===== config.mk =====
export PLATFORM = sky130hd
export DESIGN_NAME = ved_ctrl
export DESIGN_NICKNAME = d
export VERILOG_FILES = /design/src/rtl/core/ved_pkg.sv /design/src/rtl/core/ved_ctrl.sv
export VERILOG_INCLUDE_DIRS = /design/src /design/src/rtl/core
export SDC_FILE = /design/constraint.sdc
export NUM_CORES = 1
export LEC_CHECK = 0
export BUFFER_PORTS_ARGS = -buffer_cell sky130_fd_sc_hd__buf_2
export CORE_AREA = 5 5 42 44
export CTS_CLUSTER_SIZE = 24
export DETAILED_ROUTE_END_ITERATION = 8
export DIE_AREA = 0 0 47 49
export PLACE_DENSITY = 0.44
export SYNTH_ARGS = -nofsm -noshare
export SYNTH_HDL_FRONTEND = slang
export SYNTH_SLANG_ARGS = --single-unit

===== constraint.sdc =====
create_clock -name aclk -period 1.14 [get_ports aclk]
set_clock_uncertainty 0.1 [all_clocks]
set_input_delay 0.114 -clock aclk [delete_from_list [all_inputs] [get_ports aclk]]
set_output_delay 0.114 -clock aclk [all_outputs]
set_load 0.005 [all_outputs]

===== src/rtl/core/volume_exhaustion_detector_defines.svh =====
// ----------------------------------------------------------------------------
// volume_exhaustion_detector_defines
// assertion macros shared by the volume exhaustion detector modules
// ----------------------------------------------------------------------------
`ifndef VOLUME_EXHAUSTION_DETECTOR_DEFINES_SVH
`define VOLUME_EXHAUSTION_DETECTOR_DEFINES_SVH

// same-cycle implication, clocked on aclk, off during reset
`define VED_ASSERT_IMP(lbl, ante, cons, msg) \
    lbl: assert property (@(posedge aclk) disable iff (!aresetn) (ante) |-> (cons)) \
        else $error(msg);

// next-cycle implication, clocked on aclk, off during reset
`define VED_ASSERT_NXT(lbl, ante, cons, msg) \
    lbl: assert property (@(posedge aclk) disable iff (!aresetn) (ante) |=> (cons)) \
        else $error(msg);

`endif


===== src/rtl/core/ved_pkg.sv =====
`timescale 1ns / 1ps
// ----------------------------------------------------------------------------
// ved_pkg
// types and constants of the volume exhaustion detector
// ----------------------------------------------------------------------------
package ved_pkg;

    localparam int WINDOW_MAX_DEF = 32;

    localparam int VOL_W      = 32;
    localparam int WSIZE_W    = 6;
    localparam int MDEC_W     = 17;
    localparam int MDECL_W    = 5;
    localparam int CFG_IDX_W  = 2;
    localparam int CFG_DATA_W = 17;
    localparam int PROD_W     = MDEC_W + VOL_W;

    localparam logic [WSIZE_W-1:0] WSIZE_RST = WSIZE_W'(20);
    localparam logic [MDEC_W-1:0]  MDEC_RST  = MDEC_W'(6554);
    localparam logic [MDECL_W-1:0] MDECL_RST = MDECL_W'(3);

    localparam logic [CFG_IDX_W-1:0] REG_WINDOW_SIZE  = 2'd0;
    localparam logic [CFG_IDX_W-1:0] REG_MIN_DECREASE = 2'd1;
    localparam logic [CFG_IDX_W-1:0] REG_MIN_DECLINES = 2'd2;

    localparam logic ACT_TRADE = 1'b0;
    localparam logic ACT_CLEAR = 1'b1;
    localparam logic SIDE_BUY  = 1'b0;
    localparam logic SIDE_SELL = 1'b1;

    typedef enum logic [1:0] {
        ST_IDLE,
        ST_SETUP,
        ST_WALK,
        ST_DRAIN
    } ved_state_t;

    // controller to datapath
    typedef struct packed {
        logic accept;
        logic setup;
        logic issue;
        logic load_out;
    } ved_cmd_t;

    // datapath to controller
    typedef struct packed {
        logic last;
        logic busy;
    } ved_stat_t;

    // datapath to each side lane
    typedef struct packed {
        logic push;
        logic clear;
        logic setup;
        logic issue;
        logic first;
    } ved_lane_cmd_t;

endpackage


===== src/rtl/core/ved_ctrl.sv =====
`timescale 1ns / 1ps
// ----------------------------------------------------------------------------
// ved_ctrl
// sequencer for accept, window setup, pair walk, drain and result transfer
// ----------------------------------------------------------------------------
`include "volume_exhaustion_detector_defines.svh"

module ved_ctrl (
    input  logic               aclk,
    input  logic               aresetn,
    input  logic               s_valid,
    output logic               s_ready,
    output logic               m_valid,
    input  logic               m_ready,
    output ved_pkg::ved_cmd_t  cmd,
    input  ved_pkg::ved_stat_t stat
);

    ved_pkg::ved_state_t state_reg, state_next;
    logic m_valid_reg, m_valid_next;

    always_ff @(posedge aclk) begin
        if (!aresetn) begin
            state_reg   <= ved_pkg::ST_IDLE;
            m_valid_reg <= 1'b0;
        end else begin
            state_reg   <= state_next;
            m_valid_reg <= m_valid_next;
        end
    end

    always_comb begin
        state_next   = state_reg;
        m_valid_next = m_valid_reg && !m_ready;
        s_ready      = 1'b0;
        cmd          = '0;
        unique case (state_reg)
            ved_pkg::ST_IDLE: begin
                s_ready = 1'b1;
                if (s_valid) begin
                    cmd.accept = 1'b1;
                    state_next = ved_pkg::ST_SETUP;
                end
            end
            ved_pkg::ST_SETUP: begin
                cmd.setup  = 1'b1;
                state_next = ved_pkg::ST_WALK;
            end
            ved_pkg::ST_WALK: begin
                cmd.issue = 1'b1;
                if (stat.last) begin
                    state_next = ved_pkg::ST_DRAIN;
                end
            end
            ved_pkg::ST_DRAIN: begin
                // wait for the compare pipe and a free output register
                if (!stat.busy && (!m_valid_reg || m_ready)) begin
                    cmd.load_out = 1'b1;
                    m_valid_next = 1'b1;
                    state_next   = ved_pkg::ST_IDLE;
                end
            end
            default: begin
                state_next = ved_pkg::ST_IDLE;
            end
        endcase
    end

    assign m_valid = m_valid_reg;

    `VED_ASSERT_NXT(a_one_item, s_valid && s_ready, !s_ready, "second transfer taken mid-item")
    `VED_ASSERT_IMP(a_drain_in_flight, (state_reg == ved_pkg::ST_DRAIN) && $past(state_reg == ved_pkg::ST_WALK), stat.busy, "pipe empty right after walk")

endmodule

==> Yosys cells after proc, flatten, opt, wreduce, memory -nomap -nowiden <==
Cells that the tools add are included.
{ "word_totals": {"regBits": 3, "input_bits": 6} }
{ "op_classes": {"eq_ne": 6, "n_mux": 13, "n_reduce_logical": 8} }
{ "op_table": {"columns": ["op", "count"], "rows": [
  ["1-bit 2-to-1 mux", 9],
  ["2-bit one-hot mux with 4 select lines", 1],
  ["2-bit 2-to-1 mux", 3],
  ["2-bit != test, second input constant", 3],
  ["2-bit == test, second input constant", 2],
  ["1-bit logical NOT", 3],
  ["3-bit AND reduction", 1],
  ["2-bit by 1-bit == test with 1-bit output, second input constant", 1],
  ["1-bit logical AND", 2],
  ["2-bit logical NOT", 1],
  ["1-bit logical OR", 1]
]} }

==> Logic depth before layout (Yosys ltp) <==
Gate-level depths: netlist (run 1).
{ "depth": {"word_depth": 5, "ltp_mapped": 5, "depth_no_buf": 5} }

==> Least setup slack after synthesis (run 1) <==
OpenSTA, ideal clock, no wires.
{ "synth_path": {"path_kind": "register to register", "from": "register state_reg[0]", "to": "register state_reg[0]", "setup_time_ns": 0.116, "arrival_ns": 1.091, "required_ns": 0.924, "slack_ns": -0.167, "stages_incl_launch_ff": 6, "n_path_buf": 0, "period_less_slack_ns": 1.307, "path_cell_list": "dfxtp_1 inv_1 ha_1 inv_1 o221a_2 o211a_1"} }
{ "synth_between": {"elab_chain_cells": 3, "elab_cells_between_ends": 9} }
{ "synth_lines": {"columns": ["item", "line_no", "text"], "rows": [
  ["start: declaration", "ved_ctrl.sv:19", "ved_pkg::ved_state_t state_reg, state_next;"],
  ["start signal: assignment", "ved_ctrl.sv:24", "state_reg <= ved_pkg::ST_IDLE;"],
  ["start signal: assignment", "ved_ctrl.sv:27", "state_reg <= state_next;"],
  ["2-bit == test / 2-bit logical NOT (equally long branches)", "ved_ctrl.sv:37", "unique case (state_reg)"],
  ["2-bit != test (no source line)", null, null],
  ["3-bit AND reduction (no source line)", null, null]
]} }
Parallel ways exist; a longest one is shown, timed or not.
A chain may end at the register's enable or synchronous reset.

==> results of run 1 <==
routing by layer:
| layer | share of wire (%) | track usage [%] | vias to the layer above |
|---|---|---|---|
| li1 | - | - | 120 |
| met1 | 40 | 5.677 | 98 |
| met2 | 51 | 7.919 | 5 |
| met3 | 8.7 | 3.321 | 0 |
| met4 | 0 | 4.147 | 0 |
| met5 | 0 | 0 | - |
stage by stage:
stage                     setup TNS (ns)  std cells  cell area [µm²]  total power [mW]  hold WS, ns
after floorplan                  -0.1165         24            260.3            0.3694       0.1400
after global placement           -0.2302         54            357.8            0.5167       0.2886
after detailed placement         -0.2245         54            357.8            0.5158       0.2900
after CTS                        -0.9555         60            414.1            0.7831      0.03864
after global routing              -1.192         60            440.4            0.8943      0.04726
final                            -0.8796         60            440.4            0.8160      0.04475
worst paths after layout:
check | from | to | slack [ns] | cells after the start
hold / removal | aresetn | state_reg[0] | 0.04 | 2
setup / recovery | state_reg[0] | cmd[3] | -0.19 | 5
setup reg to reg | state_reg[1] | state_reg[0] | -0.18 | 5
hold reg to reg | state_reg[1] | state_reg[1] | 0.40 | 2
power by group:
group	internal, mW	switching [mW]	leakage [nW]	total, mW
registers	0.143	0.0323	0.0259	0.175
clock network	0.131	0.0538	0.0150	0.185
logic	0.281	0.175	0.169	0.456
cell families (layout without fill, tap and decap cells):
| kind of cell | count (synthesis) | in the layout | share of synthesized area (%) |
|---|---|---|---|
| flip-flops | 3 | 3 | 26.82 |
| AND/OR/NAND/NOR | 8 | 8 | 22.91 |
| buffers and inverters | 4 | 24 | 6.702 |
| AO/OA/AOI/OAI | 4 | 4 | 16.76 |
| adder cells (fa/ha/maj) | 4 | 4 | 22.35 |
| multiplexers | 1 | 1 | 4.469 |
layout make-up:
| class | count | area (µm²) | area share, % |
|---|---|---|---|
| multi-input cells | 17 | 197.7 | 44.89 |
| repair buffers | 16 | 108.9 | 24.72 |
| flip-flops and latches | 3 | 67.56 | 15.34 |
| clock buffers | 4 | 26.28 | 5.966 |
| inverters | 4 | 20.02 | 4.545 |
| well taps | 16 | 20.02 | 4.545 |
placed cells by master, fill, tap and decap left out:
cell type / Yosys / layout
sky130_fd_sc_hd__nor2b_4: 1 / 1
sky130_fd_sc_hd__buf_2: 0 / 9
sky130_fd_sc_hd__o221a_4: 0 / 1
sky130_fd_sc_hd__mux2i_1: 1 / 1
sky130_fd_sc_hd__and2_4: 0 / 1
sky130_fd_sc_hd__inv_1: 4 / 1
sky130_fd_sc_hd__a21boi_0: 1 / 1
sky130_fd_sc_hd__dfxtp_4: 0 / 2
sky130_fd_sc_hd__inv_4: 0 / 2
sky130_fd_sc_hd__dfxtp_1: 3 / 1
sky130_fd_sc_hd__o211a_1: 1 / 1
sky130_fd_sc_hd__buf_6: 0 / 3
sky130_fd_sc_hd__clkbuf_1: 0 / 1
sky130_fd_sc_hd__o21ai_2: 1 / 1
sky130_fd_sc_hd__nand3_1: 1 / 1
sky130_fd_sc_hd__ha_4: 0 / 3
sky130_fd_sc_hd__buf_4: 0 / 4
sky130_fd_sc_hd__ha_1: 4 / 1
sky130_fd_sc_hd__or2b_2: 1 / 1
sky130_fd_sc_hd__nor2_1: 1 / 1
sky130_fd_sc_hd__nand2_1: 2 / 2
sky130_fd_sc_hd__clkbuf_4: 0 / 3
sky130_fd_sc_hd__inv_2: 0 / 1
sky130_fd_sc_hd__nand2b_1: 1 / 1
Yosys cell counts:
cell type                  instances
sky130_fd_sc_hd__or2b_2            1
sky130_fd_sc_hd__nand2b_1          1
sky130_fd_sc_hd__dfxtp_1           3
sky130_fd_sc_hd__nor2_1            1
sky130_fd_sc_hd__nand2_1           2
sky130_fd_sc_hd__o221a_2           1
sky130_fd_sc_hd__inv_1             4
sky130_fd_sc_hd__a21boi_0          1
sky130_fd_sc_hd__and2_1            1
sky130_fd_sc_hd__o211a_1           1
sky130_fd_sc_hd__ha_1              4
sky130_fd_sc_hd__nor2b_4           1
sky130_fd_sc_hd__o21ai_2           1
sky130_fd_sc_hd__mux2i_1           1
sky130_fd_sc_hd__nand3_1           1
worst register-to-register path: stages, from the launching register on:
cell and delay [ns]:
sky130_fd_sc_hd__dfxtp_4 0.37, sky130_fd_sc_hd__buf_4 0.12, sky130_fd_sc_hd__ha_4 0.12, sky130_fd_sc_hd__inv_2 0.03, sky130_fd_sc_hd__o221a_4 0.26, sky130_fd_sc_hd__o211a_1 0.21
repair_timing:
| action | in CTS | in global routing |
|---|---|---|
| gates resized for setup | 4 | 6 |
| setup buffers | 2 | 0 |
| pin swaps | 1 | 1 |
| endpoints found under the hold margin | 0 | 0 |
| setup endpoints to repair | 7 | 7 |
| cloned | 0 | 0 |
==> results by stage, run 1 <==
Run status:
- The run finished, with violations left.
- The final reports fail on setup timing.

Critical path:
- The kind of critical path is flop to primary output.
- The family of cells with the greatest summed delay on the critical path is flip-flops.
- The nature of the critical path endpoint is a primary output.
- The cell seen most often among critical-path stages is sky130_fd_sc_hd__buf_6.
- STA puts the critical path data required time at 0.93 ns.
- The kind of start point of the critical path is a flop.
- The arrival time at the worst endpoint is approximately 1.1 ns.
- Traced cell by cell, the critical path runs through inv_4 > ha_4 > buf_6 > and2_4 > buf_6.
- The slowest stage of the critical path is the sky130_fd_sc_hd__dfxtp_4 cell.
- The peak per-stage delay on the critical path is 0.35 ns.
- The number of buffers and inverters on the critical path is 3.
- Along the worst path, the maximum fanout reaches 3.

Final layout:
- The final standard cell utilization of the core is 31.43%.
- Cells with a size suffix above 1 make up 72.73% of the layout.
- The net count reported at finish is 55.
- Counting the fill cells in the layout gives 158.
- The number of flip-flops under the largest register name is 2.
- 0 antenna diodes ended up in the layout.
- From synthesis to final layout, the design area changed by 96.65%.

Power:
- Across the VDD grid, the largest voltage drop is 0.0006424 V.
- The static leakage is 0.2094 nW.
- The total power density per cell area is 1853 mW/mm².

Logic synthesis:
- The largest total area in the synthesized netlist belongs to sky130_fd_sc_hd__dfxtp_1.
- After synthesis, the cell types taking the most area are sky130_fd_sc_hd__dfxtp_1, sky130_fd_sc_hd__ha_1, sky130_fd_sc_hd__inv_1.
- The synthesized netlist cell count is 24.
- Summing the sequential cell areas from Yosys gives between 20% and 30% of the chip area.
- The total of warnings raised by yosys is 0.
- The number of nets produced by synthesis is 34.
- The area share of the largest cell type after synthesis is around 27%.
- The count of unique library cells instantiated by Yosys is 15.
- After synthesis, the mean cell area works out to 9.332 µm².
- The synthesis-stage register bit count is 3.
- The cell area that synthesis handed to floorplanning was approximately 220 µm².

Clock network:
- Clock latency on the worst-skew pair, taken at its later pin, is 0.23 ns.
- The clock sink total is 3.
- The clock tree from TritonCTS is done.
- The number of clock buffers added by TritonCTS is 3.
- The buffer depth of the longest clock path is 2.
- The clock edge transition at the registers on the reported setup and hold paths is 0.04 ns.
- Hold repair after CTS inserted 0 buffers.
- The tree is rooted in a sky130_fd_sc_hd__clkbuf_4.
- The H-tree depth is 1.

Die:
- The floorplan step defined a core boundary enclosing approximately 0.0014 mm².
- The full die area is 0.002303 mm².
- The number of placement rows is 14.
- Once the floorplan was initialized, standard cells occupied about 16% of the core.
- The die is 47 µm wide.
- The die is about 49 µm tall.
- 12 I/O pins were placed.

Drt:
- The mean routed wirelength per cell is 8.267 µm.
- The total length of routed wires is 496 µm.
- The number of antenna-violating nets in the routed design is 0.
- In the routed layout, each cell is associated on average with a via count of 3.717.
- The number of vias after detailed routing is 223.
- For this run, the detailed router's first-pass iteration total came to 2.
- In the routed design, unresolved DRC markers number 0.
- For this block, the initial DRC count from the detailed router was 2.

Global routing:
- The first global-routing pass estimated about 880 µm of wire.
- The initial antenna violation count is 0.
- The maximum number of pins on one net before global-route repair is 5.
- The residual overflow from global routing is 0.
- In the global route stage, overall resource usage came out at 5.552%.
- The via count of the first global-routing pass is around 230.

Hold path:
- The tightest min-delay check is of the primary input to flop type.

STA:
- The setup violation total in the final timing report is 7.
- Based on the critical path, the design can be clocked at up to 751.7 MHz.
- After layout, the minimum clock period comes to ~1.3 ns.
- At the pin with the least slew margin, the transition time is 0.1395 ns.
- The worst path uses 116.7% of the clock period.
- Setup repair after global routing could not meet its margin everywhere.
- Setup slack on the critical path of the routed design comes to -0.1903 ns.
- The max-slew violation total from the final report is 0.
- Measured against its own limit, the worst slew margin works out to 90.62%.
- The final number of hold-violating endpoints came to 0.

Placed design:
- Before CTS, the worst setup slack after placement is -0.1339 ns.
- At the end of routability-driven placement, the weighted congestion stood at between 0.6 and 0.7.
- The number of input and output port buffers inserted is 11.
- Detailed placement finished with a half-perimeter wire length of approximately 430 µm.

Flow run:
- Max-cap violations in this run came to 0.
(Power assumes the default switching activity.)
==> inputs of run 2 (changes only) <==
--- a/config.mk
+++ b/config.mk
@@ -7,11 +7,13 @@
 export NUM_CORES = 1
 export LEC_CHECK = 0
 export BUFFER_PORTS_ARGS = -buffer_cell sky130_fd_sc_hd__buf_2
+export CAP_MARGIN = 20
 export CORE_AREA = 5 5 42 44
+export CTS_BUF_LIST = sky130_fd_sc_hd__clkbuf_2 sky130_fd_sc_hd__clkbuf_4 sky130_fd_sc_hd__clkbuf_8
 export CTS_CLUSTER_SIZE = 24
 export DETAILED_ROUTE_END_ITERATION = 8
 export DIE_AREA = 0 0 47 49
-export PLACE_DENSITY = 0.44
+export PLACE_DENSITY = 0.43
 export SYNTH_ARGS = -nofsm -noshare
 export SYNTH_HDL_FRONTEND = slang
 export SYNTH_SLANG_ARGS = --single-unit
==> constraint.sdc (replaced) <==
create_clock -name aclk -period 1.4 [get_ports aclk]
set_clock_uncertainty 0.1 [all_clocks]
set_input_delay 0.14 -clock aclk [delete_from_list [all_inputs] [get_ports aclk]]
set_output_delay 0.14 -clock aclk [all_outputs]
set_load 0.005 [all_outputs]
==> results by stage, run 2 (synthesized netlist as in run 1, its figures left out) <==
Global routing:
- The residual overflow from global routing is 0.
- The total global routing track utilization is 4.996%.
- Global routing consumed, on the met1 layer, slightly below 4% of the routing resources.
- The global-route layer with the greatest usage is met2.
- The met3 global-route usage is 2.214%.
- The initial antenna violation count was 0.
- Entering global routing, the biggest net connects 5 pins.
- The via count of the first global-routing pass is 203.
- The first-pass GRT wire length is 779 µm.
- The routing usage on met2 is between 7 and 8%.

Clock network:
- The number of hold buffers added after CTS is 0.
- The clock sink total is 3.
- The buffer depth of the longest clock path is 2.
- In this run the post-CTS setup repair buffer count came out at 0.
- The H-tree depth is 1.
- The number of buffers created by CTS is 3.
- After clock tree synthesis, the clock-pin slew on the worst setup and hold paths is about 0.040 ns.
- The clock reaches the later pin of the worst-skew pair after between 0.2 and 0.25 ns.
- TritonCTS built the clock tree.
- Gates resized during post-CTS repair numbered 1.
- The master cell of the clock root buffer is sky130_fd_sc_hd__clkbuf_4.

Die:
- The total area inside the core boundary comes to ~0.0014 mm².
- Pin placement for this block handled 12 I/O pins.
- The floorplan step set the die width to approximately 47 µm.
- The full die area is 0.002303 mm².
- Once the floorplan was initialized, standard cells occupied 15.98% of the core.
- The initialized floorplan defines 14 standard-cell rows.
- The die is 49 µm tall.

Drt:
- The number of vias after detailed routing is 209.
- In the routed design, unresolved DRC markers number 0.
- The DRC violation total after the first TritonRoute iteration is 2.
- The mean routed wirelength per cell is 8.782 µm.
- The detailed-route vias per instance is 3.800.
- The routed design has 483 µm of wire.
- For this run, the detailed router's first-pass iteration total came to 4.
- Once detail routing completed, the nets flagged for antenna violations numbered 0.

Power:
- The worst ir drop on vdd is ~0.00047 V.
- The design draws 0.5014 mW.
- For this design the static power due to leakage is 0.1730 nW.
- In this run the power density over the cells is 1479 mW/mm².

Final layout:
- Cells fill 24.20% of the core in the end.
- The number of antenna repair diodes is 0.
- The number of flip-flops under the largest register name is 2.
- The filler-free cell count of the finished design is 55.
- The number of fill cells in the layout is ~170.
- The library cell used most frequently in the layout, excluding fill and tap cells, is sky130_fd_sc_hd__buf_2.
- The design area is 339.1 µm².
- The net count reported at finish is 50.
- The top cell types in the final layout, fill and taps aside, are sky130_fd_sc_hd__buf_2, sky130_fd_sc_hd__clkbuf_4, sky130_fd_sc_hd__inv_1.
- The area growth from synthesis to layout is 51.40%.
- The fraction of final layout cells with drive strength greater than 1 is between 60% and 70%.

Critical path:
- The worst setup path is launched from a flop.
- The required arrival time at the worst endpoint is 1.42 ns.
- Of all nets on the critical path, the largest fanout is 4.
- STA puts the critical path data arrival time at about 1.4 ns.
- The worst setup path is captured at a flop.
- The kind of critical path is flop to flop.

STA:
- At the pin with the least slew margin, the transition time is 0.1163 ns.
- Setup violations remaining at the end of the flow were counted as 0.
- The final worst hold slack is 0.06958 ns.
- The final number of hold-violating endpoints is 0.
- After layout, the worst setup slack is 0.07694 ns.
- Dividing the final minimum period by the clock period gives 94.50%.
- The timing-limited maximum frequency is around 760 MHz.
- Summed over all failing endpoints, the final setup total negative slack is 0 ns.
- The max-slew violation total from the final report was 0.
- The worst pin sits at a relative slew slack of 92.02%.
- Setup repair after global routing left no endpoint under its margin.
- Counting I/O delays and the setup requirement, the final critical path takes 1.323 ns.

Flow run:
- The max-cap check violation count is 0.

Placed design:
- The final HPWL from detailed placement is 408.8 µm.
- The cell area after placement is 299.0 µm².
- At the placement stage, the worst setup path has a slack of between 0.05 and 0.06 ns.
- Once placement completed, the tool counted placed cells totaling approximately 50.
- The routability congestion estimate from global placement is between 0.6 and 0.7.
- The number of input and output port buffers inserted is 11.

Run status:
- The run finished with clean final reports.

Hold path:
- In this run the worst hold path is classified as primary input to flop.
run 2: cell count changes in the layout (fill, tap and decap cells not counted), moves of 2 or more:
cell	previous run	this run
sky130_fd_sc_hd__inv_1	1	3
sky130_fd_sc_hd__buf_4	4	0
sky130_fd_sc_hd__buf_2	9	11
sky130_fd_sc_hd__inv_4	2	0
sky130_fd_sc_hd__buf_6	3	0
sky130_fd_sc_hd__ha_4	3	0
sky130_fd_sc_hd__ha_2	0	2
run 2: area by class of cell:
cell class                 count  area (µm²)  share of cell area (%)
clock buffer                   4       30.03                   8.856
sequential                     3       65.06                   19.19
tap                           16       20.02                   5.904
multi-input combinational     17       153.9                   45.39
timing repair buffer          11       55.05                   16.24
inverter                       4       15.01                   4.428
run 2: per-layer routing:
layer | vias up | part of all wire [%]
li1 | 109 | -
met1 | 98 | 33
met2 | 2 | 64
met3 | 0 | 2.7
met4 | 0 | 0
met5 | - | 0
run 2: critical path, cell delays in order, from the launching register on:
cell	delay, ns
sky130_fd_sc_hd__dfxtp_4	0.35
sky130_fd_sc_hd__inv_2	0.06
sky130_fd_sc_hd__ha_2	0.16
sky130_fd_sc_hd__inv_1	0.05
sky130_fd_sc_hd__o221a_2	0.29
sky130_fd_sc_hd__o211a_1	0.20
run 2: path summary, 6_finish.rpt:
check / from / endpoint / slack, ns / cells past startpoint
setup / recovery: state_reg[0] / state_reg[0] / 0.08 / 5
hold / removal: aresetn / state_reg[0] / 0.07 / 2
setup reg to reg: state_reg[0] / state_reg[0] / 0.08 / 5
hold reg to reg: state_reg[1] / state_reg[1] / 0.39 / 2
run 2: power breakdown:
group	internal, mW	switching [mW]	leakage (nW)
clock	0.126	0.0478	0.0184
combinational	0.100	0.0887	0.129
sequential	0.115	0.0232	0.0256
==> inputs of run 3 (changes only) <==
==> constraint.sdc (replaced) <==
create_clock -name aclk -period 1.4 [get_ports aclk]
set_clock_uncertainty 0.1 [all_clocks]
set_input_delay 0.35 -clock aclk [delete_from_list [all_inputs] [get_ports aclk]]
set_output_delay 0.35 -clock aclk [all_outputs]
set_load 0.005 [all_outputs]
==> results by stage, run 3 (synthesized netlist as in run 1, its figures left out) <==
Critical path:
- The launch point of the worst reg-to-reg path is state_reg[0].
- The kind of critical path is flop to primary output.
- The biggest fanout along the worst timing path is 4.
- The kind of start point of the critical path is a flop.
- The worst setup path is captured at a primary output.
- The worst register-to-register path has a depth of 5.
- The flop-to-flop setup slack is approximately 0.060 ns.
- The end of the worst register-to-register path is state_reg[0].
- STA puts the critical path data arrival time at 1.03 ns.
- For the worst setup path, the data required time is 0.95 ns.

Global routing:
- The via count of the first global-routing pass was 200.
- The initial antenna violation count is 0.
- The residual overflow from global routing is 0.
- The total global routing track utilization is 5.134%.
- The first global-routing pass estimated 779 µm of wire.
- The maximum number of pins on one net before global-route repair is 5.

Clock network:
- The worst-skew pair later-pin latency is 0.23 ns.
- In this run, post-CTS hold repair placed 0 buffers.
- The root buffer cell chosen for the clock tree is sky130_fd_sc_hd__clkbuf_4.
- In this run the deepest clock path goes through 2 buffers.
- The H-tree depth is 1.
- Counting every sink on the clock net gives 3.
- Counting the buffers created by CTS gives 3.
- The clock edge transition at the registers on the reported setup and hold paths is 0.04 ns.
- The clock tree from TritonCTS is done.

Power:
- Power comes to 0.5602 mW.
- The worst-case IR drop observed on VDD is 0.0006342 V.
- The total power density per cell area is approximately 1400 mW/mm².
- The static leakage is 0.1893 nW.

Placed design:
- The wire-length estimate of the detail-placed layout is just over 400 µm.
- The number of input and output port buffers inserted is 11.
- The count of placed standard cells including taps is 51.
- The routability congestion estimate from global placement is approximately 0.67.

Drt:
- The DRC violation count after routing is 0.
- Dividing the detail-routed wire length by the instance count gives 8.196 µm.
- The final layout contains routed wiring with a total length of 459 µm.
- The detailed router finished its first iteration with 0 violations.
- Using the TritonRoute via totals, the vias-per-cell ratio works out to roughly 3.8.
- Once detail routing completed, the nets flagged for antenna violations numbered 0.
- Summing over every cut layer, the via total after detailed routing is 212.
- The number of optimization iterations in the first detailed-route pass is 1.

Run status:
- The final reports fail on setup timing.
- The flow ran to the end, but the final reports show violations.

Die:
- The I/O pin count is 12.
- The width of the chip is 47 µm.
- The full die area is between 0.002 and 0.0025 mm².
- The number of placement rows is 14.
- For this configuration, the core starts out at a cell density of 15.98%.
- The vertical die dimension is 49 µm.
- The core region area is 0.001401 mm².

STA:
- The timing-limited maximum frequency is 674.7 MHz.
- The max-slew violation total from the final report is 0.
- For the pin with the worst max-slew slack, the measured transition is 0.1290 ns.
- The post-layout minimum cycle time is between 1 and 1.5 ns.
- The final-layout setup total negative slack is -0.1611 ns.
- Dividing the final minimum period by the clock period gives 105.9%.
- Setup repair after global routing could not meet its margin everywhere.
- Setup violations remaining at the end of the flow were counted as 3.
- Headroom to the max-slew limit came out at 91.32%.
- The final number of hold-violating endpoints is 0.
- After layout, the worst setup slack is -0.08207 ns.
- The final worst hold slack is 0.2793 ns.

Final layout:
- The filler-free cell count of the finished design is 56.
- The register with the most flip-flops in the layout has 2 of them.
- For this run, the post-layout net count is 51.
- The number of antenna repair diodes is 0.
- The number of fill cells in the layout is 158.
- The most common cell after layout, fill and taps aside is sky130_fd_sc_hd__buf_2.
- In the layout the commonest cells are sky130_fd_sc_hd__buf_2, sky130_fd_sc_hd__clkbuf_4.
- The fraction of final layout cells with drive strength greater than 1 is 72.50%.
- From synthesis to final layout, the design area changed by 75.42%.

Flow run:
- Across the run, the number of max-cap violations was 0.

Hold path:
- The kind of path behind the tightest hold check is primary input to flop.
- The startpoint identified for the worst hold timing path is aresetn.
- For hold timing, the worst endpoint is state_reg[0].
- The cell depth of the worst min-delay path is 2.
==> run 3: power by group <==
| part | switching, mW | internal (mW) | leakage, nW |
|---|---|---|---|
| clock | 0.0445 | 0.126 | 0.0184 |
| combinational | 0.100 | 0.135 | 0.145 |
| sequential | 0.0370 | 0.117 | 0.0259 |
| total | 0.182 | 0.378 | 0.189 |
==> run 3: area by class of cell <==
cell class,count,area (µm²),share of cell area (%)
Clock buffer,4,30.03,7.643
Tap cell,16,20.02,5.096
Multi-Input combinational cell,17,186.4,47.45
Inverter,4,20.02,5.096
Timing Repair Buffer,12,68.82,17.52
Sequential cell,3,67.56,17.20
==> run 3: critical path, stage by stage (launching register included) <==
cell,delay [ns]
sky130_fd_sc_hd__dfxtp_4,0.37
sky130_fd_sc_hd__inv_4,0.04
sky130_fd_sc_hd__ha_4,0.15
sky130_fd_sc_hd__and2_4,0.13
sky130_fd_sc_hd__buf_6,0.10
==> run 3: how the worst max path moves through the flow <==
| stage | from | to | cells after the start |
|---|---|---|---|
| final | state_reg[1] | cmd[3] | 4 |
| after global routing | state_reg[0] | cmd[3] | 4 |
| after CTS | state_reg[0] | cmd[3] | 4 |
| after detailed placement | state_reg[0] | cmd[3] | 4 |
| after global placement | state_reg[0] | state_reg[0] | 5 |
| after floorplan | state_reg[0] | state_reg[0] | 5 |
==> run 3: what timing repair did <==
item                                    in CTS  in global routing
pin swaps                                    1                  2
resized for setup                           13                  3
endpoints found under the setup margin       5                  6
setup buffers                                0                  1
==> run 3: per-layer routing <==
metal  up-vias  global-route usage [%]  routed length (µm)
met1        96                   4.595                 143
met4         0                   6.912                  14
met3         2                   1.107                   8
li1        110                       -                   -
met5         -                       0                   0
met2         4                   7.692                 291
==> run 3: through the flow <==
stage	util [%]	cell area, µm²	setup slack [ns]
floorplan	-	224.0	0.09304
CTS	26.61	372.9	-0.1010
global placement	21.34	299.0	0.03654
global route	28.04	392.9	-0.1284
detailed placement	21.34	299.0	0.02511
finish	28.04	392.9	-0.08207
